**src/hdl/mfrt_pkg.sv**
```systemverilog
// ----------------------------------------------------------------------------
// mfrt_pkg
// Shared types, constants and helpers of the multi-frame reassembly tracker.
// ----------------------------------------------------------------------------
`default_nettype none

package mfrt_pkg;

	localparam int CONTEXT_SLOTS_DEF     = 8;
	localparam int MAX_MESSAGE_BYTES_DEF = 4096;

	localparam int ID_W   = 29;
	localparam int KEY_W  = 24;
	localparam int CNT_W  = 3;
	localparam int DLC_W  = 4;
	localparam int DATA_W = 64;

	localparam logic [DLC_W-1:0] MAX_FRAME_BYTES = 4'd8;

	typedef enum logic [3:0] {
		ST_STARTED       = 4'd0,
		ST_APPENDED      = 4'd1,
		ST_COMPLETE      = 4'd2,
		ST_BAD_ID        = 4'd3,
		ST_UNEXP_FIRST   = 4'd4,
		ST_COUNTER_ERR   = 4'd5,
		ST_MISSING_FIRST = 4'd6,
		ST_OVERRUN       = 4'd7,
		ST_TABLE_FULL    = 4'd8,
		ST_TOO_LONG      = 4'd9
	} status_t;

	typedef struct packed {
		logic              bad;
		logic              first;
		logic              last;
		logic [CNT_W-1:0]  cnt;
		logic [KEY_W-1:0]  key;
		logic [DLC_W-1:0]  n;
		logic [DATA_W-1:0] data;
		logic              qfull;
	} frame_t;

	function automatic logic [DATA_W-1:0] byte_mask(input logic [DLC_W-1:0] n);
		logic [DATA_W-1:0] m;
		m = '0;
		for (int i = 0; i < 8; i++) begin
			m[8*i +: 8] = {8{DLC_W'(i) < n}};
		end
		return m;
	endfunction

endpackage

`default_nettype wire

```
**src/hdl/mfrt_in_if.sv**
```systemverilog
// ----------------------------------------------------------------------------
// mfrt_in_if
// Frame channel: one received CAN frame per word.
// ----------------------------------------------------------------------------
`default_nettype none

interface mfrt_in_if;
	logic        valid;
	logic        ready;
	logic [28:0] identifier;
	logic        extended;
	logic        remote;
	logic [3:0]  byte_count;
	logic [63:0] payload_bytes;
	logic        queue_full;

	modport source (
		output valid, identifier, extended, remote, byte_count, payload_bytes, queue_full,
		input  ready
	);
	modport sink (
		input  valid, identifier, extended, remote, byte_count, payload_bytes, queue_full,
		output ready
	);
endinterface

`default_nettype wire

```
**src/hdl/mfrt_out_if.sv**
```systemverilog
// ----------------------------------------------------------------------------
// mfrt_out_if
// Result channel: one tracking result per word.
// ----------------------------------------------------------------------------
`default_nettype none

interface mfrt_out_if;
	logic        valid;
	logic        ready;
	logic [3:0]  status;
	logic [2:0]  slot;
	logic [11:0] byte_offset;
	logic [3:0]  data_count;
	logic [63:0] data_out;
	logic [1:0]  message_type;
	logic [6:0]  sender;
	logic [6:0]  receiver;
	logic [7:0]  transaction;
	logic [12:0] message_length;

	modport source (
		output valid, status, slot, byte_offset, data_count, data_out, message_type,
		       sender, receiver, transaction, message_length,
		input  ready
	);
	modport sink (
		input  valid, status, slot, byte_offset, data_count, data_out, message_type,
		       sender, receiver, transaction, message_length,
		output ready
	);
endinterface

`default_nettype wire

```
**src/hdl/multi_frame_reassembly_tracker.sv**
```systemverilog
// ----------------------------------------------------------------------------
// multi_frame_reassembly_tracker
// Tracks segmented extended CAN messages in a small context table.
// ----------------------------------------------------------------------------
// The frames channel takes one received frame per word; the results channel
// returns exactly one word per frame, in order. Each result names the status,
// the context slot and the byte offset at which a downstream buffer stores the
// passed-on data bytes.
// A frame waits in a two-entry queue, then the back end reads the context
// table one slot per cycle through a single registered RAM port. Each frame
// passes through the scan, drain and decide states before its result word is
// registered; a frame with a bad identifier goes straight to decide. Frames
// are worked one at a time: no new frame leaves the queue until the last
// result word is registered, so the slot scan bounds the sustained rate.
// Reset clears all slot valid bits, the queue and the result valid bit; table
// contents need no clearing. While the receiver stalls, the result word holds,
// the next frame is worked up to its decision and up to two more frames queue
// before the frames channel deasserts ready.
// ----------------------------------------------------------------------------
`default_nettype none

module multi_frame_reassembly_tracker #(
	parameter int CONTEXT_SLOTS     = mfrt_pkg::CONTEXT_SLOTS_DEF,
	parameter int MAX_MESSAGE_BYTES = mfrt_pkg::MAX_MESSAGE_BYTES_DEF
) (
	input  wire logic  clk,
	input  wire logic  arst_n,
	mfrt_in_if.sink    frames,
	mfrt_out_if.source results
);

	mfrt_pkg::frame_t desc;
	mfrt_pkg::frame_t head;
	logic             push;
	logic             pop;
	logic             q_full;
	logic             q_valid;

	mfrt_front u_front (
		.frames (frames),
		.q_full (q_full),
		.push   (push),
		.desc   (desc)
	);

	mfrt_queue u_queue (
		.clk       (clk),
		.arst_n    (arst_n),
		.push      (push),
		.push_data (desc),
		.pop       (pop),
		.full      (q_full),
		.not_empty (q_valid),
		.head      (head)
	);

	mfrt_back #(
		.CONTEXT_SLOTS     (CONTEXT_SLOTS),
		.MAX_MESSAGE_BYTES (MAX_MESSAGE_BYTES)
	) u_back (
		.clk     (clk),
		.arst_n  (arst_n),
		.q_valid (q_valid),
		.q_data  (head),
		.pop     (pop),
		.results (results)
	);

endmodule

`default_nettype wire

```
**src/hdl/mfrt_ram.sv**
```systemverilog
// ----------------------------------------------------------------------------
// mfrt_ram
// Generic single-write, single-read RAM with registered read data.
// ----------------------------------------------------------------------------
`default_nettype none

module mfrt_ram #(
	parameter int WIDTH = 8,
	parameter int DEPTH = 8
) (
	input  wire logic                                clk,
	input  wire logic                                we,
	input  wire logic [(DEPTH > 1 ? $clog2(DEPTH) : 1)-1:0] waddr,
	input  wire logic [WIDTH-1:0]                    wdata,
	input  wire logic                                re,
	input  wire logic [(DEPTH > 1 ? $clog2(DEPTH) : 1)-1:0] raddr,
	output logic      [WIDTH-1:0]                    rdata
);

	logic [WIDTH-1:0] mem_q [DEPTH];

	always_ff @(posedge clk) begin
		if (we) begin
			mem_q[waddr] <= wdata;
		end
		if (re) begin
			rdata <= mem_q[raddr];
		end
	end

endmodule

`default_nettype wire

```
**src/hdl/mfrt_front.sv**
```systemverilog
// ----------------------------------------------------------------------------
// mfrt_front
// Accepts frames, checks the identifier form and builds a work descriptor.
// ----------------------------------------------------------------------------
`default_nettype none

module mfrt_front (
	mfrt_in_if.sink          frames,
	input  wire logic        q_full,
	output logic             push,
	output mfrt_pkg::frame_t desc
);

	logic [mfrt_pkg::DLC_W-1:0] n_clamped;

	assign frames.ready = !q_full;
	assign push         = frames.valid && !q_full;

	assign n_clamped = (frames.byte_count > mfrt_pkg::MAX_FRAME_BYTES)
		? mfrt_pkg::MAX_FRAME_BYTES : frames.byte_count;

	always_comb begin
		desc.bad   = frames.remote || !frames.extended;
		desc.first = frames.identifier[26];
		desc.last  = frames.identifier[25];
		desc.cnt   = frames.identifier[24:22];
		desc.key   = {frames.identifier[28:27], frames.identifier[21:0]};
		desc.n     = n_clamped;
		desc.data  = frames.payload_bytes & mfrt_pkg::byte_mask(n_clamped);
		desc.qfull = frames.queue_full;
	end

endmodule

`default_nettype wire

```
**src/hdl/mfrt_queue.sv**
```systemverilog
// ----------------------------------------------------------------------------
// mfrt_queue
// Two-entry descriptor queue between the front and the back.
// ----------------------------------------------------------------------------
`default_nettype none

module mfrt_queue (
	input  wire logic             clk,
	input  wire logic             arst_n,
	input  wire logic             push,
	input  wire mfrt_pkg::frame_t push_data,
	input  wire logic             pop,
	output logic                  full,
	output logic                  not_empty,
	output mfrt_pkg::frame_t      head
);

	mfrt_pkg::frame_t mem_q [2];
	logic             wptr_q;
	logic             rptr_q;
	logic [1:0]       count_q;

	assign full      = (count_q == 2'd2);
	assign not_empty = (count_q != 2'd0);
	assign head      = mem_q[rptr_q];

	always_ff @(posedge clk or negedge arst_n) begin
		if (!arst_n) begin
			wptr_q  <= 1'b0;
			rptr_q  <= 1'b0;
			count_q <= 2'd0;
		end else begin
			if (push) begin
				mem_q[wptr_q] <= push_data;
				wptr_q        <= !wptr_q;
			end
			if (pop) begin
				rptr_q <= !rptr_q;
			end
			if (push && !pop) begin
				count_q <= count_q + 2'd1;
			end else if (pop && !push) begin
				count_q <= count_q - 2'd1;
			end
		end
	end

endmodule

`default_nettype wire

```
**src/hdl/mfrt_back.sv**
```systemverilog
// ----------------------------------------------------------------------------
// mfrt_back
// Searches the context table slot by slot, applies the segmentation rules,
// updates the table and holds the result word.
// ----------------------------------------------------------------------------
`default_nettype none

module mfrt_back #(
	parameter int CONTEXT_SLOTS     = mfrt_pkg::CONTEXT_SLOTS_DEF,
	parameter int MAX_MESSAGE_BYTES = mfrt_pkg::MAX_MESSAGE_BYTES_DEF
) (
	input  wire logic             clk,
	input  wire logic             arst_n,
	input  wire logic             q_valid,
	input  wire mfrt_pkg::frame_t q_data,
	output logic                  pop,
	mfrt_out_if.source            results
);

	localparam int SLOT_W  = (CONTEXT_SLOTS > 1) ? $clog2(CONTEXT_SLOTS) : 1;
	localparam int LEN_W   = $clog2(MAX_MESSAGE_BYTES + 1);
	localparam int ENTRY_W = mfrt_pkg::KEY_W + mfrt_pkg::CNT_W + LEN_W;
	localparam logic [SLOT_W-1:0] IDX_LAST = SLOT_W'(CONTEXT_SLOTS - 1);
	localparam logic [LEN_W:0]    MAX_LEN  = (LEN_W + 1)'(MAX_MESSAGE_BYTES);

	typedef enum logic [1:0] {
		S_IDLE,
		S_SCAN,
		S_DRAIN,
		S_DECIDE
	} state_t;

	typedef struct packed {
		logic [mfrt_pkg::KEY_W-1:0] key;
		logic [mfrt_pkg::CNT_W-1:0] cnt;
		logic [LEN_W-1:0]           len;
	} entry_t;

	state_t                     state_q;
	mfrt_pkg::frame_t           cur_q;
	logic [SLOT_W-1:0]          idx_q;
	logic                       cmp_v_s2;
	logic [SLOT_W-1:0]          cidx_s2;
	logic                       hit_q;
	logic [SLOT_W-1:0]          hit_idx_q;
	logic [mfrt_pkg::CNT_W-1:0] hit_cnt_q;
	logic [LEN_W-1:0]           hit_len_q;
	logic                       free_q;
	logic [SLOT_W-1:0]          free_idx_q;
	logic [CONTEXT_SLOTS-1:0]   valid_q;

	logic                       out_valid_q;
	mfrt_pkg::status_t          out_status_q;
	logic [2:0]                 out_slot_q;
	logic [11:0]                out_off_q;
	logic [3:0]                 out_n_q;
	logic [63:0]                out_data_q;
	logic [mfrt_pkg::KEY_W-1:0] out_key_q;
	logic [12:0]                out_len_q;

	entry_t                     rd_entry;
	entry_t                     wr_entry;
	logic                       can_load;
	logic                       commit;
	logic [LEN_W:0]             nlen;

	mfrt_pkg::status_t          dc_status;
	logic [SLOT_W-1:0]          dc_slot;
	logic [LEN_W-1:0]           dc_off;
	logic [LEN_W-1:0]           dc_len;
	logic                       dc_pass;
	logic                       dc_write;
	logic                       dc_set;
	logic                       dc_clr;

	logic [31:0]                slot_wide;
	logic [31:0]                off_wide;
	logic [31:0]                len_wide;

	assign pop      = (state_q == S_IDLE) && q_valid;
	assign can_load = !out_valid_q || results.ready;
	assign commit   = (state_q == S_DECIDE) && can_load;
	assign nlen     = (LEN_W + 1)'(hit_len_q) + (LEN_W + 1)'(cur_q.n);

	always_comb begin
		dc_status = mfrt_pkg::ST_BAD_ID;
		dc_slot   = '0;
		dc_off    = '0;
		dc_len    = '0;
		dc_pass   = 1'b0;
		dc_write  = 1'b0;
		dc_set    = 1'b0;
		dc_clr    = 1'b0;
		priority if (cur_q.bad) begin
			dc_status = mfrt_pkg::ST_BAD_ID;
		end else if (hit_q) begin
			dc_slot = hit_idx_q;
			dc_len  = hit_len_q;
			priority if (cur_q.first) begin
				dc_status = mfrt_pkg::ST_UNEXP_FIRST;
			end else if (cur_q.cnt != hit_cnt_q + mfrt_pkg::CNT_W'(1)) begin
				dc_status = mfrt_pkg::ST_COUNTER_ERR;
			end else if (nlen > MAX_LEN) begin
				dc_status = mfrt_pkg::ST_TOO_LONG;
				dc_clr    = cur_q.last;
			end else if (cur_q.last && cur_q.qfull) begin
				dc_status = mfrt_pkg::ST_OVERRUN;
				dc_clr    = 1'b1;
			end else if (cur_q.last) begin
				dc_status = mfrt_pkg::ST_COMPLETE;
				dc_clr    = 1'b1;
				dc_pass   = 1'b1;
				dc_off    = hit_len_q;
				dc_len    = nlen[LEN_W-1:0];
			end else begin
				dc_status = mfrt_pkg::ST_APPENDED;
				dc_pass   = 1'b1;
				dc_write  = 1'b1;
				dc_off    = hit_len_q;
				dc_len    = nlen[LEN_W-1:0];
			end
		end else if (!cur_q.first) begin
			dc_status = mfrt_pkg::ST_MISSING_FIRST;
		end else if (cur_q.last && cur_q.qfull) begin
			dc_status = mfrt_pkg::ST_OVERRUN;
		end else if (cur_q.last) begin
			dc_status = mfrt_pkg::ST_COMPLETE;
			dc_slot   = free_q ? free_idx_q : '0;
			dc_pass   = 1'b1;
			dc_len    = LEN_W'(cur_q.n);
		end else if (!free_q) begin
			dc_status = mfrt_pkg::ST_TABLE_FULL;
		end else begin
			dc_status = mfrt_pkg::ST_STARTED;
			dc_slot   = free_idx_q;
			dc_pass   = 1'b1;
			dc_write  = 1'b1;
			dc_set    = 1'b1;
			dc_len    = LEN_W'(cur_q.n);
		end
	end

	assign wr_entry  = '{key: cur_q.key, cnt: cur_q.cnt, len: dc_len};
	assign slot_wide = 32'(dc_slot);
	assign off_wide  = 32'(dc_off);
	assign len_wide  = 32'(dc_len);

	mfrt_ram #(
		.WIDTH (ENTRY_W),
		.DEPTH (CONTEXT_SLOTS)
	) u_table (
		.clk   (clk),
		.we    (commit && dc_write),
		.waddr (dc_slot),
		.wdata (wr_entry),
		.re    (state_q == S_SCAN),
		.raddr (idx_q),
		.rdata (rd_entry)
	);

	always_ff @(posedge clk or negedge arst_n) begin
		if (!arst_n) begin
			state_q     <= S_IDLE;
			valid_q     <= '0;
			cmp_v_s2    <= 1'b0;
			hit_q       <= 1'b0;
			free_q      <= 1'b0;
			idx_q       <= '0;
			out_valid_q <= 1'b0;
		end else begin
			cmp_v_s2 <= (state_q == S_SCAN);
			cidx_s2  <= idx_q;
			if (cmp_v_s2) begin
				if (valid_q[cidx_s2]) begin
					if (!hit_q && rd_entry.key == cur_q.key) begin
						hit_q     <= 1'b1;
						hit_idx_q <= cidx_s2;
						hit_cnt_q <= rd_entry.cnt;
						hit_len_q <= rd_entry.len;
					end
				end else if (!free_q) begin
					free_q     <= 1'b1;
					free_idx_q <= cidx_s2;
				end
			end

			if (commit) begin
				out_valid_q <= 1'b1;
			end else if (results.valid && results.ready) begin
				out_valid_q <= 1'b0;
			end

			unique case (state_q)
				S_IDLE: begin
					if (q_valid) begin
						cur_q   <= q_data;
						hit_q   <= 1'b0;
						free_q  <= 1'b0;
						idx_q   <= '0;
						state_q <= q_data.bad ? S_DECIDE : S_SCAN;
					end
				end
				S_SCAN: begin
					if (idx_q == IDX_LAST) begin
						state_q <= S_DRAIN;
					end else begin
						idx_q <= idx_q + SLOT_W'(1);
					end
				end
				S_DRAIN: begin
					state_q <= S_DECIDE;
				end
				S_DECIDE: begin
					if (can_load) begin
						if (dc_set) begin
							valid_q[dc_slot] <= 1'b1;
						end
						if (dc_clr) begin
							valid_q[dc_slot] <= 1'b0;
						end
						out_status_q <= dc_status;
						out_slot_q   <= slot_wide[2:0];
						out_off_q    <= off_wide[11:0];
						out_len_q    <= len_wide[12:0];
						out_n_q      <= dc_pass ? cur_q.n : '0;
						out_data_q   <= dc_pass ? cur_q.data : '0;
						out_key_q    <= cur_q.key;
						state_q      <= S_IDLE;
					end
				end
				default: begin
					state_q <= S_IDLE;
				end
			endcase
		end
	end

	assign results.valid          = out_valid_q;
	assign results.status         = out_status_q;
	assign results.slot           = out_slot_q;
	assign results.byte_offset    = out_off_q;
	assign results.data_count     = out_n_q;
	assign results.data_out       = out_data_q;
	assign results.message_type   = out_key_q[23:22];
	assign results.sender         = out_key_q[13:7];
	assign results.receiver       = out_key_q[6:0];
	assign results.transaction    = out_key_q[21:14];
	assign results.message_length = out_len_q;

endmodule

`default_nettype wire

```
**src/flat_wrapper.sv**
```systemverilog
// flat-port wrapper written by rule: the top's interface ports become plain ports
module multi_frame_reassembly_tracker_flat 
#(
	parameter int CONTEXT_SLOTS     = mfrt_pkg::CONTEXT_SLOTS_DEF,
	parameter int MAX_MESSAGE_BYTES = mfrt_pkg::MAX_MESSAGE_BYTES_DEF
)
  (clk, arst_n, frames_valid, frames_identifier, frames_extended, frames_remote, frames_byte_count, frames_payload_bytes, frames_queue_full, frames_ready, results_valid, results_status, results_slot, results_byte_offset, results_data_count, results_data_out, results_message_type, results_sender, results_receiver, results_transaction, results_message_length, results_ready);
  mfrt_in_if frames_i ();
  mfrt_out_if results_i ();
  input  wire logic clk;
  input  wire logic arst_n;
  input wire logic [$bits(frames_i.valid)-1:0] frames_valid;
  input wire logic [$bits(frames_i.identifier)-1:0] frames_identifier;
  input wire logic [$bits(frames_i.extended)-1:0] frames_extended;
  input wire logic [$bits(frames_i.remote)-1:0] frames_remote;
  input wire logic [$bits(frames_i.byte_count)-1:0] frames_byte_count;
  input wire logic [$bits(frames_i.payload_bytes)-1:0] frames_payload_bytes;
  input wire logic [$bits(frames_i.queue_full)-1:0] frames_queue_full;
  output wire logic [$bits(frames_i.ready)-1:0] frames_ready;
  output wire logic [$bits(results_i.valid)-1:0] results_valid;
  output wire logic [$bits(results_i.status)-1:0] results_status;
  output wire logic [$bits(results_i.slot)-1:0] results_slot;
  output wire logic [$bits(results_i.byte_offset)-1:0] results_byte_offset;
  output wire logic [$bits(results_i.data_count)-1:0] results_data_count;
  output wire logic [$bits(results_i.data_out)-1:0] results_data_out;
  output wire logic [$bits(results_i.message_type)-1:0] results_message_type;
  output wire logic [$bits(results_i.sender)-1:0] results_sender;
  output wire logic [$bits(results_i.receiver)-1:0] results_receiver;
  output wire logic [$bits(results_i.transaction)-1:0] results_transaction;
  output wire logic [$bits(results_i.message_length)-1:0] results_message_length;
  input wire logic [$bits(results_i.ready)-1:0] results_ready;
  assign frames_i.valid = frames_valid;
  assign frames_i.identifier = frames_identifier;
  assign frames_i.extended = frames_extended;
  assign frames_i.remote = frames_remote;
  assign frames_i.byte_count = frames_byte_count;
  assign frames_i.payload_bytes = frames_payload_bytes;
  assign frames_i.queue_full = frames_queue_full;
  assign frames_ready = frames_i.ready;
  assign results_valid = results_i.valid;
  assign results_status = results_i.status;
  assign results_slot = results_i.slot;
  assign results_byte_offset = results_i.byte_offset;
  assign results_data_count = results_i.data_count;
  assign results_data_out = results_i.data_out;
  assign results_message_type = results_i.message_type;
  assign results_sender = results_i.sender;
  assign results_receiver = results_i.receiver;
  assign results_transaction = results_i.transaction;
  assign results_message_length = results_i.message_length;
  assign results_i.ready = results_ready;
  multi_frame_reassembly_tracker #(.CONTEXT_SLOTS(CONTEXT_SLOTS), .MAX_MESSAGE_BYTES(MAX_MESSAGE_BYTES)) u_core (.clk(clk), .arst_n(arst_n), .frames(frames_i), .results(results_i));
endmodule
```
**config.mk**
```make
export PLATFORM = sky130hd
export DESIGN_NAME = multi_frame_reassembly_tracker_flat
export DESIGN_NICKNAME = d
export VERILOG_FILES = /design/src/hdl/mfrt_pkg.sv /design/src/hdl/mfrt_in_if.sv /design/src/hdl/mfrt_out_if.sv /design/src/hdl/multi_frame_reassembly_tracker.sv /design/src/hdl/mfrt_ram.sv /design/src/hdl/mfrt_front.sv /design/src/hdl/mfrt_queue.sv /design/src/hdl/mfrt_back.sv /design/src/flat_wrapper.sv
export SDC_FILE = /design/constraint.sdc
export NUM_CORES = 1
export LEC_CHECK = 0
export ABC_AREA = 1
export BUFFER_PORTS_ARGS = -buffer_cell sky130_fd_sc_hd__buf_2
export CAP_MARGIN = 20
export CORE_MARGIN = 5
export CORE_UTILIZATION = 35
export DETAILED_ROUTE_END_ITERATION = 8
export GPL_TIMING_DRIVEN = 0
export PLACE_DENSITY = 0.54
export SYNTH_ARGS = -nofsm -noshare
export SYNTH_HDL_FRONTEND = slang
export SYNTH_HIERARCHICAL = 1
export SYNTH_SLANG_ARGS = --single-unit
```
**constraint.sdc**
```tcl
create_clock -name clk -period 7.86 [get_ports clk]
set_input_delay 0.393 -clock clk [delete_from_list [all_inputs] [get_ports clk]]
set_output_delay 0.393 -clock clk [all_outputs]
set_load 0.01 [all_outputs]
```
==> results.sh, run 1 <==
export IMPL_endpoint="u_core/u_back/u_table/mem_q[1][29]"
export IMPL_max_freq_mhz=226
export IMPL_initial_core_util=0.352
export IMPL_maxCapViolCount=0
export IMPL_syn_area_mm2=0.0345
export IMPL_tritoncts="yes"
export IMPL_avgRoutedWirePerCell_um=17.6
export IMPL_critPathArrivalTime_ns=4.73
export IMPL_die_area_mm2=0.105
export IMPL_pre_cts_slack_ns=3.40
export IMPL_path_clk_slew_ns=0.06
export IMPL_grt_pass1_wl_mm=119
export IMPL_synth_seq_area_share=0.716
export IMPL_grt_total_usage=0.150
export IMPL_p_leak_nw=17.1
export IMPL_cp_data_required_time_ns=8.18
export IMPL_drv_slew=0
export IMPL_crit_path_frequent_cell="nand2_1"
export IMPL_drtIter0Drc=1377
export IMPL_synth_seq_cells=827
export IMPL_setup_total_negative_slack_ns=0
export IMPL_area_growth_pct=18.9
export IMPL_core_region_area_mm2=0.0981
export IMPL_fillerInstances=9223
export IMPL_synthCells=2776
export IMPL_cp_max_fo=21
export IMPL_period_share=0.562
export IMPL_crit_family="simple AND/OR/NAND/NOR gates"
export IMPL_fin_crit_ns=4.42
export IMPL_postLayoutCoreUtil=0.418
export IMPL_final_common_cell="edfxtp_1"
export IMPL_cts_made_buffers=89
export IMPL_critPathLaunch="u_core/u_back/cur_q[65]"
export IMPL_die_h_um=324
export IMPL_status="finished clean"
export IMPL_mostFrequentLayoutCells="806 x edfxtp_1, 634 x nand2_1, 445 x inv_1"
export IMPL_tightest_slew_ns=1.01
export IMPL_layout_drive_gt1_share=0.221
export IMPL_path_class="flop to flop"
export IMPL_worst_skew_pair_late_latency_ns=0.64
export IMPL_r2r_cells=16
export IMPL_p_per_area_mw_per_mm2=314
export IMPL_cts_setup_buffers=0
export IMPL_gp_congestion=0.820
export IMPL_hold_viol=0
export IMPL_vdd_ir_drop_max_uv=171
export IMPL_vias=19900
export IMPL_fin_nets=3245
export IMPL_hold_path_class="primary input to flop"
export IMPL_via_per_inst=4.43
export IMPL_avgSynthCellArea_um2=12.4
export IMPL_worst_slack_ns=3.44
export IMPL_clock_root_buffer="clkbuf_16"
export IMPL_cp_depth=16
export IMPL_die_width_um=324
export IMPL_syn_nets=2893
export IMPL_rr_startpoint="u_core/u_back/cur_q[65]"
export IMPL_slowest_delay_ns=0.70
export IMPL_grt_max_degree=31
export IMPL_dr_pass1_iters=6
export IMPL_yosysUniqueCellTypes=44
export IMPL_ios=230
export IMPL_r2r_slack_ns=3.44
export IMPL_clkSinkCount=827
export IMPL_grt_setup_unrepaired="false"
export IMPL_setup_viol=0
export IMPL_grt_antenna_before_repair=5
export IMPL_antenna_left=0
export IMPL_grt_pass1_vias=20100
export IMPL_overflow=0
export IMPL_port_buffers=199
export IMPL_cp_slowest_cell="nor2_4"
export IMPL_timing_rr_end="u_core/u_back/u_table/mem_q[1][29]"
export IMPL_ys_warn_count=6
export IMPL_core_rowCount=115
export IMPL_path_cells="ha_1 > fa_1 > or2_2 > nor2_1 > nand3_1 > nor2_1 > nand2_1 > nor2_1 > nand3_1 > nand2_1 > buf_2 > nand3_1 > nand2_1 > nand2_1 > nor2_4 > buf_12"
export IMPL_drc=0
export IMPL_wl_mm=78.9
export IMPL_finClkSkew_ns=0.0304
export IMPL_stdcell_count=4492
export IMPL_dp_hpwl_mm=52.6
export IMPL_slew_headroom=0.326
export IMPL_dp_cells=4290
export IMPL_crit_buf_inv=2
export IMPL_cts_resized=0
export IMPL_start_kind="flop"
export IMPL_crit_path_end_kind="flop"
export IMPL_cts_buffer_depth=3
export IMPL_cts_max_level=3
[worst register-to-register path, stage by stage, from the launching register on]
cell,delay [ns]
edfxtp_1,0.45
ha_1,0.31
fa_1,0.46
or2_2,0.29
nor2_1,0.12
nand3_1,0.10
nor2_1,0.12
nand2_1,0.06
nor2_1,0.08
nand3_1,0.14
nand2_1,0.12
buf_2,0.28
nand3_1,0.13
nand2_1,0.17
nand2_1,0.27
nor2_4,0.71
buf_12,0.28
[metal layers]
| layer | GRT usage | wire, um | vias to the layer above |
|---|---|---|---|
| li1 | - | - | 9745 |
| met1 | 0.188 | 33200 | 9524 |
| met2 | 0.260 | 38900 | 480 |
| met3 | 0.0334 | 4680 | 133 |
| met4 | 0.0490 | 2130 | 4 |
| met5 | 0 | 21 | - |
[worst min-delay path by stage]
stage | startpoint | endpoint | cells after the start | slack (ns)
6_report | frames_remote | u_core/u_queue/mem_q[1][98] | 3 | 0.06
4_1_cts | frames_remote | u_core/u_queue/mem_q[0][98] | 3 | 0.005
3_3_place_gp | u_core/u_back/u_table/rdata[13] | u_core/u_back/hit_cnt_q[0] | 0 | 0.40
2_1_floorplan | arst_n | u_core/u_back/cmp_v_s2 | 0 | 0.1
3_5_place_dp | u_core/u_back/u_table/rdata[0] | u_core/u_back/hit_len_q[0] | 0 | 0.41
5_1_grt | frames_extended | u_core/u_queue/mem_q[0][98] | 2 | 0.03
[registers in the layout, summed over array words and instances (netlist names), 8 cells and up]
| register | count |
|---|---|
| u_core/u_back/results.message_length | 13 |
| u_core/u_back/results.data_out | 64 |
| u_core/u_queue/mem_q | 198 |
| u_core/u_back/valid_q | 8 |
| u_core/u_back/hit_len_q | 13 |
| u_core/u_back/u_table/rdata | 40 |
| u_core/u_back/results.byte_offset | 12 |
| u_core/u_back/out_key_q | 24 |
| u_core/u_back/u_table/mem_q | 320 |
| u_core/u_back/cur_q | 99 |
[Yosys cell counts, drive strengths merged]
cell     number  area, um^2
nand3       201        1030
fa            1        20.0
xor2          8        70.1
edfxtp      806       24200
xnor2        17         149
nor2        204         921
ha           12         150
a21oi        25         136
inv         550        2070
nor3b         1        7.51
nor4          3        18.8
nand3b        2        15.0
o2111ai       1        8.76
dfrtp        21         526
or2           5        33.8
o31ai         1        7.51
nand2       636        2390
mux2         99        1490
nand4        16         100
o22ai         5        31.3
o21ai        29         156
a32o          2        20.0
a22oi         4        30.0
clkinv        4        15.0
buf         103         852
o21bai        3        22.5
and2          1        6.26
clkbuf       13        48.8
nor3          3        15.0
[what timing repair did]
item	4_1_cts	5_1_grt
endpoints found under the setup margin	0	0
hold buffers	34	0
hold endpoints to repair	86	0
[power breakdown]
| group | total [mW] | leakage, nW | switching, mW | internal, mW |
|---|---|---|---|---|
| registers | 5.81 | 7.82 | 0.236 | 5.57 |
| clock network | 4.15 | 1.40 | 1.72 | 2.43 |
| logic | 2.96 | 7.86 | 1.81 | 1.14 |
[stage by stage]
step | hold slack (ns) | area (um^2) | power, mW
after floorplan | 0.0974 | 34500 | 7.87
after global placement | 0.405 | 37100 | 8.89
after detailed placement | 0.405 | 37800 | 8.91
after CTS | 0.00495 | 41100 | 13.1
after global routing | 0.0294 | 41100 | 13.6
final | 0.0563 | 41100 | 12.9
[cell type report]
class | count | area (um^2) | area share
Antenna cell | 2 | 5.00 | 0.000122
Buffer | 116 | 901 | 0.0219
Clock buffer | 113 | 2390 | 0.0582
Clock inverter | 53 | 527 | 0.0128
Inverter | 554 | 2080 | 0.0507
Multi-Input combinational cell | 1279 | 6930 | 0.169
Sequential cell | 827 | 24700 | 0.602
Tap cell | 1287 | 1610 | 0.0392
Timing Repair Buffer | 261 | 1890 | 0.0461
[cells by family (layout without fill, tap and decap cells)]
| family | Yosys count | count (layout) | synth area share |
|---|---|---|---|
| other cells | 0 | 2 | 0 |
| mux | 99 | 99 | 0.0430 |
| buf+inv | 670 | 1097 | 0.0864 |
| fa+ha+maj | 13 | 13 | 0.00493 |
| xor+xnor | 25 | 25 | 0.00634 |
| compound gates | 70 | 70 | 0.0120 |
| simple gates | 1072 | 1072 | 0.131 |
| flops | 827 | 827 | 0.716 |
(Power assumes the default switching activity.)
==> run 2, diff against run 1 <==
--- a/config.mk
+++ b/config.mk
@@ -5,7 +5,7 @@
 export SDC_FILE = /design/constraint.sdc
 export NUM_CORES = 1
 export LEC_CHECK = 0
-export ABC_AREA = 1
+export ABC_AREA = 0
 export BUFFER_PORTS_ARGS = -buffer_cell sky130_fd_sc_hd__buf_2
 export CAP_MARGIN = 20
 export CORE_MARGIN = 5
==> constraint.sdc (replaced) <==
create_clock -name clk -period 4.4 [get_ports clk]
set_input_delay 0.22 -clock clk [delete_from_list [all_inputs] [get_ports clk]]
set_output_delay 0.22 -clock clk [all_outputs]
set_load 0.01 [all_outputs]
==> run 2 against run 1 <==
  * Clock skew decreased by 0.0073 ns
  * Combinational power is 47% higher
  * Sequential cell count is the same
  * Wire length is 9.7% lower
  * Global-route usage fell by 0.81 points
  * Synthesized cell count shrank 43%
  * Largest cell class unchanged
==> results.sh, run 2 <==
export IMPL_yosysTopAreaCell="edfxtp_1"
export IMPL_path_clk_slew_ns=0.06
export IMPL_pre_cts_slack_ns=-0.704
export IMPL_clock_root_buffer="clkbuf_16"
export IMPL_area_growth_pct=22.2
export IMPL_power_total_mw=21.8
export IMPL_largest_reg_flops=320
export IMPL_avgSynthCellArea_um2=20.5
export IMPL_grt_max_degree=55
export IMPL_hold_path_class="primary input to flop"
export IMPL_antenna_left=0
export IMPL_grt_pass1_wl_mm=105
export IMPL_overflow=0
export IMPL_die_area_mm2=0.0985
export IMPL_max_freq_mhz=236
export IMPL_die_h_um=314
export IMPL_top_register="u_core/u_back/u_table/mem_q"
export IMPL_grt_antenna_before_repair=6
export IMPL_drv_slew=0
export IMPL_synthCells=1574
export IMPL_via_per_inst=4.79
export IMPL_ys_warn_count=6
export IMPL_dr_pass1_iters=5
export IMPL_worst_slack_ns=0.171
export IMPL_path_cells="ha_2 > fa_2 > xor2_1 > nor3_1 > o21ai_1 > nor4b_4 > a31o_1 > buf_6 > nand2_4 > a2111oi_4 > buf_6 > nand2b_4 > nor3_4 > buf_16 > buf_16"
export IMPL_grt_setup_unrepaired="false"
export IMPL_gp_congestion=0.805
export IMPL_grt_total_usage=0.142
export IMPL_synth_common_cells="806 x edfxtp_1, 99 x mux2_4, 80 x mux4_1"
export IMPL_synthArstFlopShare=0.0254
export IMPL_core_region_area_mm2=0.0917
export IMPL_drc=0
export IMPL_setup_viol=0
export IMPL_crit_path_end_kind="flop"
export IMPL_cp_slowest_cell="edfxtp_1"
export IMPL_dp_hpwl_mm=45.8
export IMPL_layout_drive_gt1_share=0.293
export IMPL_stdcell_count=3275
export IMPL_mostFrequentLayoutCells="806 x edfxtp_1, 205 x buf_2, 100 x dlygate4sd3_1"
export IMPL_syn_area_mm2=0.0323
export IMPL_p_per_area_mw_per_mm2=551
export IMPL_path_class="flop to flop"
export IMPL_tightest_slew_ns=0.864
export IMPL_reg_top3="u_core/u_back/u_table/mem_q: 320 flops, u_core/u_queue/mem_q: 198 flops, u_core/u_back/cur_q: 99 flops"
export IMPL_crit_buf_inv=4
export IMPL_fin_crit_ns=4.23
export IMPL_die_width_um=314
export IMPL_period_share=0.961
export IMPL_hold_viol=0
export IMPL_finClkSkew_ns=0.0232
export IMPL_status="finished clean"
export IMPL_synth_edf_count=806
export IMPL_synth_most_common_cell="edfxtp_1"
export IMPL_final_common_cell="edfxtp_1"
export IMPL_cts_buffer_depth=3
export IMPL_drtIter0Drc=947
export IMPL_clkSinkCount=827
export IMPL_syn_nets=1691
export IMPL_port_buffers=198
export IMPL_cts_max_level=3
export IMPL_grt_pass1_vias=16600
export IMPL_vdd_ir_drop_max_uv=298
export IMPL_cts_made_buffers=88
export IMPL_fin_nets=2129
export IMPL_slew_headroom=0.407
export IMPL_tritoncts="yes"
export IMPL_synth_area_leaders="edfxtp_1 75%, mux4_1 6.5%, mux2_4 4.6%, dfrtp_1 1.6%, and2_1 1.5%"
export IMPL_critPathArrivalTime_ns=4.56
export IMPL_maxCapViolCount=0
export IMPL_slowest_delay_ns=0.49
export IMPL_yosysUniqueCellTypes=60
export IMPL_synth_seq_area_share=0.765
export IMPL_avgRoutedWirePerCell_um=21.8
export IMPL_cp_data_required_time_ns=4.73
export IMPL_crit_family="simple AND/OR/NAND/NOR gates"
export IMPL_start_kind="flop"
export IMPL_cp_max_fo=12
export IMPL_vias=15700
export IMPL_initial_core_util=0.353
export IMPL_core_rowCount=111
export IMPL_synthFlopType="edfxtp_1"
export IMPL_wl_mm=71.3
export IMPL_p_leak_nw=13.5
export IMPL_dp_cells=2986
export IMPL_ios=230
export IMPL_setup_total_negative_slack_ns=0
export IMPL_synth_seq_cells=827
export IMPL_yosysTopAreaCellShare=0.749
export IMPL_worst_skew_pair_late_latency_ns=0.63
## run 2: cell count changes after synthesis, moves of 43 or more
cell	before	now
nand3_1	197	8
inv_1	445	17
nand2_1	634	22
nor2_1	182	41
nor2b_1	0	48
inv_2	104	0
mux2_2	0	43
mux4_1	0	80
and2_1	1	79
## run 2: cell families (layout without fill, tap and decap cells)
group	after synthesis	after routing	synth area share
other	0	4	0
flip-flops	827	827	0.765
AO/OA/AOI/OAI	102	102	0.0207
adder cells (fa/ha/maj)	13	13	0.00526
AND/OR/NAND/NOR	269	274	0.0480
XOR/XNOR	34	34	0.00964
multiplexers	226	226	0.128
buffers and inverters	103	609	0.0234
## run 2: final cells by class
class,instances,area [um^2]
antenna,4,10.0
buffer,86,698
clock buffer,111,2330
clock inverter,52,399
fill,7990,52100
inverter,17,63.8
multi-input combinational,649,7090
sequential,827,24700
tap,1186,1480
timing repair buffer,343,2710
## run 2: worst reg2reg max path: stages (launching register included)
cell and delay (ns):
edfxtp_1 0.49, ha_2 0.25, fa_2 0.39, xor2_1 0.19, nor3_1 0.26, o21ai_1 0.21, nor4b_4 0.36, a31o_1 0.21
buf_6 0.16, nand2_4 0.07, a2111oi_4 0.37, buf_6 0.18, nand2b_4 0.16, nor3_4 0.28, buf_16 0.19, buf_16 0.17
## run 2: worst paths after layout
| kind | start | to | slack (ns) | cells after the start |
|---|---|---|---|---|
| max | u_core/u_back/cur_q[65] | u_core/u_back/u_table/mem_q[0][25] | 0.17 | 15 |
| max reg2reg | u_core/u_back/cur_q[65] | u_core/u_back/u_table/mem_q[0][25] | 0.17 | 15 |
| max in group asynchronous | arst_n | u_core/u_queue/count_q[0] | 3.81 | 2 |
| min reg2reg | u_core/u_back/u_table/rdata[11] | u_core/u_back/hit_len_q[11] | 0.42 | 0 |
| min | frames_byte_count[0] | u_core/u_queue/mem_q[1][65] | 0.08 | 2 |
| min in group asynchronous | arst_n | u_core/u_back/idx_q[0] | 0.17 | 2 |
## run 2: what timing repair did
| action | CTS | global route |
|---|---|---|
| resized for setup | 18 | 5 |
| pin swaps | 12 | 2 |
| setup buffers | 13 | 3 |
| endpoints found under the hold margin | 217 | 0 |
| cloned | 3 | 2 |
| setup endpoints to repair | 338 | 82 |
| hold buffers | 100 | 0 |
## run 2: through the flow
stage           util  hold WS, ns  instance area, um^2
5_1_grt        0.431       0.0398                39500
3_5_place_dp   0.387        0.278                35500
2_1_floorplan      -      -0.0756                32400
6_report       0.431       0.0756                39500
4_1_cts        0.430       0.0131                39400
3_3_place_gp   0.380        0.260                34900
## run 2: power by group
group	switching, mW	internal, mW	leakage, nW
Combinational	2.23	2.12	4.65
Sequential	0.442	9.96	7.52
Clock	2.97	4.05	1.33
## run 2: metal layers
| metal | routed length [um] | vias to the layer above | global-route usage |
|---|---|---|---|
| met3 | 4220 | 90 | 0.0331 |
| li1 | - | 7171 | - |
| met2 | 36500 | 393 | 0.251 |
| met4 | 1400 | 2 | 0.0389 |
| met1 | 29100 | 8047 | 0.176 |
| met5 | 13 | - | 0 |
